[src/rtl/pwk_pkg.sv]
// package for the two-level page walker
// types, codes and address helpers shared by the walker modules; no dependencies
`timescale 1ns / 1ps

package pwk_pkg;

  localparam logic [0:0] ITEM_REQUEST = 1'b0;
  localparam logic [0:0] ITEM_TABLE_WORD = 1'b1;

  localparam logic [1:0] RK_TABLE_READ = 2'd0;
  localparam logic [1:0] RK_PIECE = 2'd1;
  localparam logic [1:0] RK_FAULT = 2'd2;

  localparam logic [0:0] REG_PAGING_ENABLE = 1'b0;
  localparam logic [0:0] REG_PAGE_DIR_BASE = 1'b1;

  localparam int CFG_DATA_W = 20;

  // output queue depth; pointers wrap, so this stays a power of two
  localparam int QUEUE_DEPTH = 4;

  typedef enum logic [2:0] {
    PH_IDLE = 3'b001,
    PH_PDE  = 3'b010,
    PH_PTE  = 3'b100
  } phase_t;

  typedef struct packed {
    phase_t      phase;
    logic [31:0] vaddr;
    logic [2:0]  length;
    logic        write;
    logic        split;
    logic [1:0]  byte_index;
  } walk_state_t;

  typedef struct packed {
    logic [1:0]  result_kind;
    logic [31:0] address;
    logic [2:0]  piece_length;
    logic [1:0]  byte_position;
    logic        access_is_write;
    logic        last;
  } result_t;

  function automatic logic [31:0] pde_addr(input logic [19:0] base, input logic [31:0] va);
    pde_addr = {base, va[31:22], 2'b00};
  endfunction

endpackage

[src/rtl/pwk_if.sv]
// channel interfaces for the page walker: input items and result items
// depends on nothing
`timescale 1ns / 1ps

interface pwk_in_if;
  logic        valid;
  logic        ready;
  logic        item_kind;
  logic [31:0] vaddr;
  logic [2:0]  access_length;
  logic        is_write;
  logic [31:0] table_word;

  modport source (output valid, item_kind, vaddr, access_length, is_write, table_word,
                  input ready);
  modport sink (input valid, item_kind, vaddr, access_length, is_write, table_word,
                output ready);
endinterface

interface pwk_out_if;
  logic        valid;
  logic        ready;
  logic [1:0]  result_kind;
  logic [31:0] address;
  logic [2:0]  piece_length;
  logic [1:0]  byte_position;
  logic        access_is_write;
  logic        last;

  modport source (output valid, result_kind, address, piece_length, byte_position,
                  access_is_write, last, input ready);
  modport sink (input valid, result_kind, address, piece_length, byte_position,
                access_is_write, last, output ready);
endinterface

[src/rtl/pwk_step.sv]
// walk step logic: next walk state and up to two result words for one input word
// depends on pwk_pkg
`timescale 1ns / 1ps

module pwk_step (
  input  pwk_pkg::walk_state_t st,
  input  logic                 paging_enable,
  input  logic [19:0]          page_dir_base,
  input  logic                 item_kind,
  input  logic [31:0]          vaddr,
  input  logic [2:0]           access_length,
  input  logic                 is_write,
  input  logic [31:0]          table_word,
  output pwk_pkg::walk_state_t st_next,
  output pwk_pkg::result_t     res0,
  output pwk_pkg::result_t     res1,
  output logic [1:0]           res_count
);

  logic [2:0]  len;
  logic [31:0] end_addr;
  logic [31:0] va;
  logic [31:0] pa;
  logic [1:0]  bi_inc;
  logic [31:0] next_va;

  always_comb begin
    len = access_length;
    if (access_length == 3'd0) begin
      len = 3'd1;
    end else if (access_length > 3'd4) begin
      len = 3'd4;
    end
    end_addr = vaddr + {29'd0, len} - 32'd1;
    va = st.split ? (st.vaddr + {30'd0, st.byte_index}) : st.vaddr;
    pa = {table_word[31:12], va[11:0]};
    bi_inc = st.byte_index + 2'd1;
    next_va = st.vaddr + {30'd0, bi_inc};
  end

  always_comb begin
    st_next = st;
    res0 = '0;
    res1 = '0;
    res_count = 2'd0;
    res0.access_is_write = st.write;
    res1.access_is_write = st.write;
    if (item_kind == pwk_pkg::ITEM_REQUEST) begin
      if (st.phase == pwk_pkg::PH_IDLE) begin
        st_next.vaddr = vaddr;
        st_next.length = len;
        st_next.write = is_write;
        st_next.byte_index = 2'd0;
        st_next.split = 1'b0;
        res0.access_is_write = is_write;
        res_count = 2'd1;
        if (!paging_enable) begin
          res0.result_kind = pwk_pkg::RK_PIECE;
          res0.address = vaddr;
          res0.piece_length = len;
          res0.last = 1'b1;
        end else begin
          st_next.split = (vaddr[31:12] != end_addr[31:12]);
          st_next.phase = pwk_pkg::PH_PDE;
          res0.result_kind = pwk_pkg::RK_TABLE_READ;
          res0.address = pwk_pkg::pde_addr(page_dir_base, vaddr);
        end
      end
    end else if (st.phase != pwk_pkg::PH_IDLE) begin
      res_count = 2'd1;
      if (!table_word[0]) begin
        st_next.phase = pwk_pkg::PH_IDLE;
        res0.result_kind = pwk_pkg::RK_FAULT;
        res0.address = va;
        res0.piece_length = st.length;
        res0.byte_position = st.byte_index;
        res0.last = 1'b1;
      end else if (st.phase == pwk_pkg::PH_PDE) begin
        st_next.phase = pwk_pkg::PH_PTE;
        res0.result_kind = pwk_pkg::RK_TABLE_READ;
        res0.address = {table_word[31:12], va[21:12], 2'b00};
      end else begin
        res0.result_kind = pwk_pkg::RK_PIECE;
        res0.address = pa;
        if (!st.split) begin
          st_next.phase = pwk_pkg::PH_IDLE;
          res0.piece_length = st.length;
          res0.last = 1'b1;
        end else if ({1'b0, st.byte_index} + 3'd1 >= st.length) begin
          st_next.phase = pwk_pkg::PH_IDLE;
          res0.piece_length = 3'd1;
          res0.byte_position = st.byte_index;
          res0.last = 1'b1;
        end else begin
          res0.piece_length = 3'd1;
          res0.byte_position = st.byte_index;
          st_next.byte_index = bi_inc;
          st_next.phase = pwk_pkg::PH_PDE;
          res1.result_kind = pwk_pkg::RK_TABLE_READ;
          res1.address = pwk_pkg::pde_addr(page_dir_base, next_va);
          res_count = 2'd2;
        end
      end
    end
  end

endmodule

[src/rtl/two_level_page_walker_top.sv]
// Two-level page walker. Takes one input word per cycle (access request or
// returned table entry) and updates the walk state in the same cycle; the
// result words it causes go into a four-entry output queue that drains one
// word per cycle. An input word is taken whenever the queue holds at most two
// words, so the block runs at one input word per cycle as long as the output
// side takes one word per cycle; a split access step that yields a piece and
// the next directory read puts two words in the queue.
// depends on pwk_pkg, pwk_if and pwk_step
`timescale 1ns / 1ps

module two_level_page_walker_top (
  input  logic               clk,
  input  logic               rst,
  pwk_in_if.sink             item,
  pwk_out_if.source          result,
  input  logic               wr_en,
  input  logic [0:0]         wr_index,
  input  logic [pwk_pkg::CFG_DATA_W-1:0] wr_data
);

  localparam int PTR_W = $clog2(pwk_pkg::QUEUE_DEPTH);
  localparam int CNT_W = $clog2(pwk_pkg::QUEUE_DEPTH + 1);

  logic                 paging_enable;
  logic [19:0]          page_dir_base;
  pwk_pkg::walk_state_t st;
  pwk_pkg::walk_state_t st_next;
  pwk_pkg::result_t     res0;
  pwk_pkg::result_t     res1;
  logic [1:0]           res_count;

  pwk_pkg::result_t     queue [pwk_pkg::QUEUE_DEPTH];
  logic [PTR_W-1:0]     wptr;
  logic [PTR_W-1:0]     rptr;
  logic [CNT_W-1:0]     count;
  logic                 take;
  logic                 pop;
  logic [CNT_W-1:0]     push_n;
  pwk_pkg::result_t     head;

  pwk_step u_step (
    .st            (st),
    .paging_enable (paging_enable),
    .page_dir_base (page_dir_base),
    .item_kind     (item.item_kind),
    .vaddr         (item.vaddr),
    .access_length (item.access_length),
    .is_write      (item.is_write),
    .table_word    (item.table_word),
    .st_next       (st_next),
    .res0          (res0),
    .res1          (res1),
    .res_count     (res_count)
  );

  assign item.ready = (count <= CNT_W'(pwk_pkg::QUEUE_DEPTH - 2));
  assign take = item.valid && item.ready;
  assign pop = result.valid && result.ready;
  assign push_n = take ? CNT_W'(res_count) : '0;

  always_ff @(posedge clk) begin
    if (rst) begin
      paging_enable <= 1'b0;
      page_dir_base <= '0;
    end else if (wr_en) begin
      case (wr_index)
        pwk_pkg::REG_PAGING_ENABLE: paging_enable <= wr_data[0];
        pwk_pkg::REG_PAGE_DIR_BASE: page_dir_base <= wr_data[19:0];
        default: ;
      endcase
    end
  end

  always_ff @(posedge clk) begin
    if (rst) begin
      st.phase <= pwk_pkg::PH_IDLE;
      st.vaddr <= '0;
      st.length <= 3'd1;
      st.write <= 1'b0;
      st.split <= 1'b0;
      st.byte_index <= '0;
    end else if (take) begin
      st <= st_next;
    end
  end

  always_ff @(posedge clk) begin
    if (take && res_count != 2'd0) begin
      queue[wptr] <= res0;
    end
    if (take && res_count == 2'd2) begin
      queue[wptr + PTR_W'(1)] <= res1;
    end
  end

  always_ff @(posedge clk) begin
    if (rst) begin
      wptr <= '0;
      rptr <= '0;
      count <= '0;
    end else begin
      wptr <= wptr + PTR_W'(push_n);
      if (pop) begin
        rptr <= rptr + PTR_W'(1);
      end
      count <= count + push_n - CNT_W'(pop);
    end
  end

  assign head = queue[rptr];
  assign result.valid = (count != '0);
  assign result.result_kind = head.result_kind;
  assign result.address = head.address;
  assign result.piece_length = head.piece_length;
  assign result.byte_position = head.byte_position;
  assign result.access_is_write = head.access_is_write;
  assign result.last = head.last;

endmodule

[src/flat_wrapper.sv]
// flat-port wrapper written by rule: the top's interface ports become plain ports
module two_level_page_walker_top_flat 
  (clk, rst, wr_en, wr_index, wr_data, item_valid, item_item_kind, item_vaddr, item_access_length, item_is_write, item_table_word, item_ready, result_valid, result_result_kind, result_address, result_piece_length, result_byte_position, result_access_is_write, result_last, result_ready);
  pwk_in_if item_i ();
  pwk_out_if result_i ();
  input  logic clk;
  input  logic rst;
  input  logic wr_en;
  input  logic [0:0] wr_index;
  input  logic [pwk_pkg::CFG_DATA_W-1:0] wr_data;
  input wire logic [$bits(item_i.valid)-1:0] item_valid;
  input wire logic [$bits(item_i.item_kind)-1:0] item_item_kind;
  input wire logic [$bits(item_i.vaddr)-1:0] item_vaddr;
  input wire logic [$bits(item_i.access_length)-1:0] item_access_length;
  input wire logic [$bits(item_i.is_write)-1:0] item_is_write;
  input wire logic [$bits(item_i.table_word)-1:0] item_table_word;
  output wire logic [$bits(item_i.ready)-1:0] item_ready;
  output wire logic [$bits(result_i.valid)-1:0] result_valid;
  output wire logic [$bits(result_i.result_kind)-1:0] result_result_kind;
  output wire logic [$bits(result_i.address)-1:0] result_address;
  output wire logic [$bits(result_i.piece_length)-1:0] result_piece_length;
  output wire logic [$bits(result_i.byte_position)-1:0] result_byte_position;
  output wire logic [$bits(result_i.access_is_write)-1:0] result_access_is_write;
  output wire logic [$bits(result_i.last)-1:0] result_last;
  input wire logic [$bits(result_i.ready)-1:0] result_ready;
  assign item_i.valid = item_valid;
  assign item_i.item_kind = item_item_kind;
  assign item_i.vaddr = item_vaddr;
  assign item_i.access_length = item_access_length;
  assign item_i.is_write = item_is_write;
  assign item_i.table_word = item_table_word;
  assign item_ready = item_i.ready;
  assign result_valid = result_i.valid;
  assign result_result_kind = result_i.result_kind;
  assign result_address = result_i.address;
  assign result_piece_length = result_i.piece_length;
  assign result_byte_position = result_i.byte_position;
  assign result_access_is_write = result_i.access_is_write;
  assign result_last = result_i.last;
  assign result_i.ready = result_ready;
  two_level_page_walker_top u_core (.clk(clk), .rst(rst), .item(item_i), .result(result_i), .wr_en(wr_en), .wr_index(wr_index), .wr_data(wr_data));
endmodule
[config.mk]
export PLATFORM = sky130hd
export DESIGN_NAME = two_level_page_walker_top_flat
export DESIGN_NICKNAME = d
export VERILOG_FILES = /design/src/rtl/pwk_pkg.sv /design/src/rtl/pwk_if.sv /design/src/rtl/pwk_step.sv /design/src/rtl/two_level_page_walker_top.sv /design/src/flat_wrapper.sv
export SDC_FILE = /design/constraint.sdc
export NUM_CORES = 1
export LEC_CHECK = 0
export ABC_AREA = 1
export BUFFER_PORTS_ARGS = -buffer_cell sky130_fd_sc_hd__buf_4
export CORE_MARGIN = 1.5
export CORE_UTILIZATION = 37
export DETAILED_ROUTE_END_ITERATION = 7
export HOLD_SLACK_MARGIN = 0.03
export PLACE_DENSITY = 0.63
export REMOVE_ABC_BUFFERS = 1
export SLEW_MARGIN = 20
export SYNTH_ARGS = -nofsm -noshare
export SYNTH_HDL_FRONTEND = slang
export SYNTH_SLANG_ARGS = --single-unit
[constraint.sdc]
create_clock -name clk -period 3.6 [get_ports clk]
set_input_delay 0.72 -clock clk [delete_from_list [all_inputs] [get_ports clk]]
set_output_delay 0.72 -clock clk [all_outputs]
set_load 0.05 [all_outputs]
==> results of run 1 <==
[layout make-up]
type	count	area, um2
clock inverter	9	55.05
multi-input combinational	1450	7533
timing repair buffer	160	1276
clock buffer	34	700.7
tap	525	656.9
inverter	255	959.7
fill	4062	22580
sequential	236	5968
[flip-flops by register name, indices dropped and copies added, names as in the netlist, named ones only]
register,cells
u_core.wptr,2
u_core.count,3
u_core.st,42
u_core.queue,164
u_core.rptr,2
u_core.paging_enable,1
u_core.page_dir_base,20
[report_power, final]
| part | internal, mW | switching (mW) |
|---|---|---|
| registers | 3.14 | 0.223 |
| clock network | 1.36 | 1.06 |
| logic | 1.02 | 2.37 |
[cell usage in the layout (no fill, tap or decap), types with 26 or more instances in the layout]
master	count
nor3_1	28
ha_1	43
a21oi_1	133
o21ai_0	233
clkbuf_16	26
nand2_1	431
nand3_1	52
inv_1	238
nor2_1	234
buf_4	154
edfxtp_1	124
dfxtp_1	110
o22ai_1	133
[logic make-up (layout without fill, tap and decap cells)]
| family | after synthesis | in the layout | synth area share (%) |
|---|---|---|---|
| AO/OA/AOI/OAI | 571 | 571 | 21.90 |
| XOR/XNOR | 31 | 31 | 1.824 |
| adder cells (fa/ha/maj) | 45 | 45 | 3.884 |
| buffers and inverters | 352 | 458 | 9.348 |
| flip-flops | 236 | 236 | 40.08 |
| AND/OR/NAND/NOR | 803 | 803 | 22.96 |
[worst paths after layout]
kind,cells past startpoint,to
setup / recovery,14,u_core.queue[1][17]$_DFFE_PP_
hold / removal,2,u_core.count[1]$_SDFF_PP0_
setup reg to reg,14,u_core.queue[1][17]$_DFFE_PP_
hold reg to reg,1,flip-flop
[routing by layer]
metal | GRT usage (%) | wire [um]
met1 | 32.57 | 22280
met2 | 41.04 | 24220
met3 | 2.589 | 3429
met4 | 7.857 | 1368
met5 | 0 | 0
[metrics by stage]
| stage | total power, mW | instance area [um2] | setup WS (ps) | util [%] |
|---|---|---|---|---|
| 5_1_grt | 9.619 | 17150 | 200.9 | 43.16 |
| 3_5_place_dp | 6.787 | 16390 | 249.0 | 41.26 |
| 3_3_place_gp | 6.740 | 16390 | 227.1 | 41.26 |
| 4_1_cts | 9.196 | 17150 | 414.0 | 43.16 |
| 2_1_floorplan | 5.597 | 14450 | -692.0 | - |
| 6_report | 9.170 | 17150 | 362.0 | 43.16 |
==> out/qor.csv, run 1 <==
stage,metric,value,unit
timing,skew,9.029,ps
floorplanning,die_w,203.6,um
detailed_routing,via_per_inst,5.459,
worst_setup_path,crit_path_top_delay_cell,dfxtp_1,
worst_setup_path,crit_chain,"ha_1, ha_1, nand2_1, o211ai_1, nor2_1, inv_1, nor2_8, inv_4, nor2_8, nand2_4, nor2_4, inv_2, buf_4, o21ai_0",
global_routing,grt_pass1_vias,13907,
detailed_routing,first_iter_violations,1197,
clock_tree,h-tree-depth,1,
floorplanning,die_h,203.6,um
clock_tree,clock_sinks,236,
detailed_routing,wl,51290,um
logic_synthesis,yosysTopAreaCell,edfxtp_1,
timing,relSlewSlack,38.85,%
timing,finalHoldViolations,0,
final_layout,drive_gt1_share,12.22,%
placement,place_congestion,0.9707,
min_path,hp-start,rst,
logic_synthesis,synth_cells,2038,
global_routing,grt_pass1_wl,78330,um
worst_setup_path,worstPathRequired,3860,ps
logic_synthesis,synth.distinct_cells,57,
logic_synthesis,yosysSeqAreaShare,40.08,%
power_and_ir_drop,irDropWorstVdd,0.2941,mV
worst_setup_path,end_kind,flip-flop,
timing,finalCriticalPeriod,3238,ps
timing,max_freq,0.3088,GHz
detailed_routing,avgRoutedWirePerCell,19.22,um
logic_synthesis,ys.warnings.count,0,
worst_setup_path,r2r_slack,360,ps
floorplanning,die_area,41440,um2
worst_setup_path,setup.worst_path.start,u_core.st[1]$_SDFFE_PP0P_,
global_routing,antenna_found_initial,0,
status,status,finished clean,
logic_synthesis,syn_area_per_cell,7.303,um2
logic_synthesis,synth.area.top_cells,"edfxtp_1 (25%), dfxtp_1 (15%), nand2_1 (11%), o21ai_0 (7.8%), inv_1 (6.0%)",
worst_setup_path,cp_max_fo,23,
timing,period_share,89.94,%
logic_synthesis,yosysMostFrequentCell,nand2_1,
final_layout,fin_cells,2669,
min_path,hp-class,input port to flip-flop,
timing,hold_ws,459.7,ps
final_layout,area_delta_synth_final,15.23,%
placement,hpwl,36850,um
floorplanning,row_count,73,
clock_tree,cts-root-buf,clkbuf_16,
logic_synthesis,ys_dominant_reg_cell,edfxtp_1,
worst_setup_path,critPathMaxStageDelay,450,ps
clock_tree,clk_pin_slew,60,ps
worst_setup_path,start_kind,flip-flop,
timing,drv_slew,0,
logic_synthesis,synth_edf_count,124,
clock_tree,post_cts.repair.setup_buffers,0,
power_and_ir_drop,leakage,7.098,nW
global_routing,track_usage,24.33,%
timing,worst_pin_slew,916.3,ps
placement,dpl.cell_count,2626,
timing,fin_setup_tns,0,ps
clock_tree,cts_made_buffers,24,
logic_synthesis,synth-seq-cells,236,
final_layout,fin_nets,2267,
detailed_routing,drc,0,
logic_synthesis,syn_area,14880,um2
job,drv_cap,0,
worst_setup_path,arrival,3490,ps
logic_synthesis,synthTopCellsByCount,"nand2_1 (431), inv_1 (238), nor2_1 (235)",
power_and_ir_drop,p_per_area,534.7,nW/um2
detailed_routing,postRouteAntennaNets,0,
worst_setup_path,cp_top_family,buffers and inverters,
timing,rsz0062_at_grt,false,
global_routing,grt_max_degree,67,
logic_synthesis,yosysTopAreaCellShare,25.02,%
clock_tree,tritoncts,built,
worst_setup_path,crit_type,flip-flop to flip-flop,
logic_synthesis,async_flop_share,0,%
worst_setup_path,r2r-start,u_core.st[1]$_SDFFE_PP0P_,
floorplanning,coreArea,39730,um2
global_routing,grt_overflow,0,
clock_tree,clock_latency,520,ps
detailed_routing,dr.pass1.iters,6,
final_layout,antenna_cells,0,
clock_tree,postCtsResizedCells,0,
clock_tree,clock_path_buffers,3,
placement,portBuffers,126,
detailed_routing,via_count,14570,
clock_tree,hold_buffers,0,
floorplanning,ioPinCount,138,
timing,finalSetupViolCount,0,
worst_setup_path,critPathBufInv,4,
floorplanning,start_util,37.46,%
Power figures use the tool's default switching activity.
==> inputs of run 2 (changes only) <==
--- a/config.mk
+++ b/config.mk
@@ -7,7 +7,8 @@
 export LEC_CHECK = 0
 export ABC_AREA = 1
 export BUFFER_PORTS_ARGS = -buffer_cell sky130_fd_sc_hd__buf_4
-export CORE_MARGIN = 1.5
+export CORE_ASPECT_RATIO = 1.2
+export CORE_MARGIN = 1
 export CORE_UTILIZATION = 37
 export DETAILED_ROUTE_END_ITERATION = 7
 export HOLD_SLACK_MARGIN = 0.03
==> out/qor.csv, run 2 (synthesis gave the netlist of run 1 again) <==
stage,metric,value,unit
status,status,finished clean,
global_routing,antenna_found_initial,0,
detailed_routing,first_iter_violations,1403,
clock_tree,clk_pin_slew,60,ps
floorplanning,die_h,221.7,um
final_layout,antenna_cells,0,
floorplanning,coreArea,39740,um2
job,drv_cap,0,
timing,finalCriticalPeriod,3202,ps
worst_setup_path,start_kind,flip-flop,
min_path,hp-class,input port to flip-flop,
placement,place_ws,221.7,ps
detailed_routing,postRouteAntennaNets,0,
timing,finalSetupViolCount,0,
clock_tree,clock_path_buffers,3,
power_and_ir_drop,comb_power_share,37.8,%
worst_setup_path,crit_path_top_delay_cell,nor3_1,
final_layout,final_area,17110,um2
clock_tree,postCtsResizedCells,0,
clock_tree,post_cts.repair.setup_buffers,0,
global_routing,grt_overflow,0,
clock_tree,h-tree-depth,1,
timing,period_share,88.94,%
power_and_ir_drop,p_per_area,530.4,nW/um2
floorplanning,die_w,185.1,um
worst_setup_path,worstPathRequired,3850,ps
final_layout,top_register,u_core.queue,
power_and_ir_drop,power_frac_clock,25.3,%
global_routing,grt_pass1_vias,14121,
power_and_ir_drop,fin_total_pwr,9.074,mW
worst_setup_path,cp_max_fo,4,
final_layout,fillers,4129,
timing,fin_setup_tns,0,ps
detailed_routing,wl,52950,um
clock_tree,tritoncts,built,
timing,rsz0062_at_grt,false,
final_layout,largest_reg_flops,164,
power_and_ir_drop,p_int,5.389,mW
final_layout,mostFrequentLayoutCells,"nand2_1 (431), inv_1 (238), nor2_1 (234)",
global_routing,grt_max_degree,83,
clock_tree,cts-root-buf,clkbuf_16,
detailed_routing,avgRoutedWirePerCell,19.78,um
worst_setup_path,arrival,3450,ps
timing,skew,9.567,ps
clock_tree,hold_buffers,0,
timing,finalHoldViolations,0,
floorplanning,row_count,80,
detailed_routing,via_per_inst,5.502,
global_routing,track_usage,25.55,%
power_and_ir_drop,irDropWorstVdd,0.2510,mV
power_and_ir_drop,seqPwrFrac,36.9,%
power_and_ir_drop,p_sw,3.685,mW
worst_setup_path,end_kind,flip-flop,
timing,relSlewSlack,49.19,%
final_layout,fin_nets,2268,
final_layout,area_delta_synth_final,14.94,%
final_layout,final_common_cell,nand2_1,
placement,portBuffers,126,
final_layout,reg_top3,"u_core.queue: 164 flops, u_core.st: 42 flops, u_core.page_dir_base: 20 flops",
clock_tree,clock_latency,530,ps
placement,placed_area,16420,um2
timing,drv_slew,0,
placement,place_congestion,0.9397,
final_layout,drive_gt1_share,12.13,%
detailed_routing,drc,0,
worst_setup_path,crit_type,flip-flop to flip-flop,
detailed_routing,dr.pass1.iters,5,
placement,hpwl,37190,um
global_routing,grt_pass1_wl,80100,um
floorplanning,die_area,41030,um2
clock_tree,cts_made_buffers,23,
floorplanning,ioPinCount,138,
worst_setup_path,crit_chain,"ha_1, fa_1, nand3_1, nor2_1, inv_1, nor3_1, xor2_1, o221ai_1, nand2_1, o21ai_0",
power_and_ir_drop,swShare,40.61,%
timing,setup_ws,398.2,ps
worst_setup_path,critPathMaxStageDelay,470,ps
timing,max_freq,0.3123,GHz
power_and_ir_drop,leakage,7.070,nW
floorplanning,start_util,37.45,%
detailed_routing,via_count,14728,
clock_tree,clock_sinks,236,
timing,worst_pin_slew,762.1,ps
[run 2: final timing paths]
check	start	end	slack [ps]	depth (start not counted)
setup / recovery	u_core.st[0]$_SDFFE_PP0P_	u_core.queue[2][15]$_DFFE_PP_	400	10
hold / removal	rst	u_core.count[1]$_SDFF_PP0_	470	2
setup reg to reg	u_core.st[0]$_SDFFE_PP0P_	u_core.queue[2][15]$_DFFE_PP_	400	10
hold reg to reg	u_core.queue[0][7]$_SDFFE_PP0P_	u_core.queue[0][7]$_SDFFE_PP0P_	470	2
[run 2: metal layers]
layer | global-route usage (%) | vias to the layer above | wire length (um)
met2 | 44.01 | 631 | 25820
met3 | 2.185 | 113 | 3408
li1 | - | 7082 | -
met4 | 11.73 | 0 | 2140
met1 | 32.12 | 6902 | 21580
met5 | 0 | - | 0
[run 2: per-stage QoR]
stage | instances | hold slack [ps] | util, %
floorplan | 1941 | 437.7 | -
global placement | 2636 | 448.4 | 41.32
detailed placement | 2636 | 453.2 | 41.32
CTS | 2677 | 451.8 | 43.05
global route | 2677 | 475.2 | 43.05
finish | 2677 | 465.4 | 43.05
[run 2: critical path: cells and delay by family (launching register included)]
family | cells | cell delay, ps
AOI/OAI and AO/OA | 2 | 500
xor gates and xnor gates | 1 | 460
adders and majority gates | 2 | 430
buffers and inverters | 1 | 120
DFF | 1 | 410
and+or+nand+nor | 4 | 980
[run 2: power groups by stage]
stage / clock network, mW / logic [mW] / registers (mW)
finish: 2.30 / 3.43 / 3.35
global route: 2.41 / 3.70 / 3.38
CTS: 2.32 / 3.42 / 3.34
detailed placement: 0 / 3.41 / 3.40
global placement: 0 / 3.39 / 3.39
floorplan: 0 / 2.21 / 3.39
[run 2: final cells by class]
class                   instances  area, um2  share of cell area [%]
repair buffers                162       1291                   7.548
well taps                     533      666.9                   3.898
clock inverters                13      71.32                  0.4169
inverters                     255      959.7                   5.610
multi-input cells            1450       7533                   44.04
clock buffers                  28      615.6                   3.599
flip-flops and latches        236       5968                   34.89
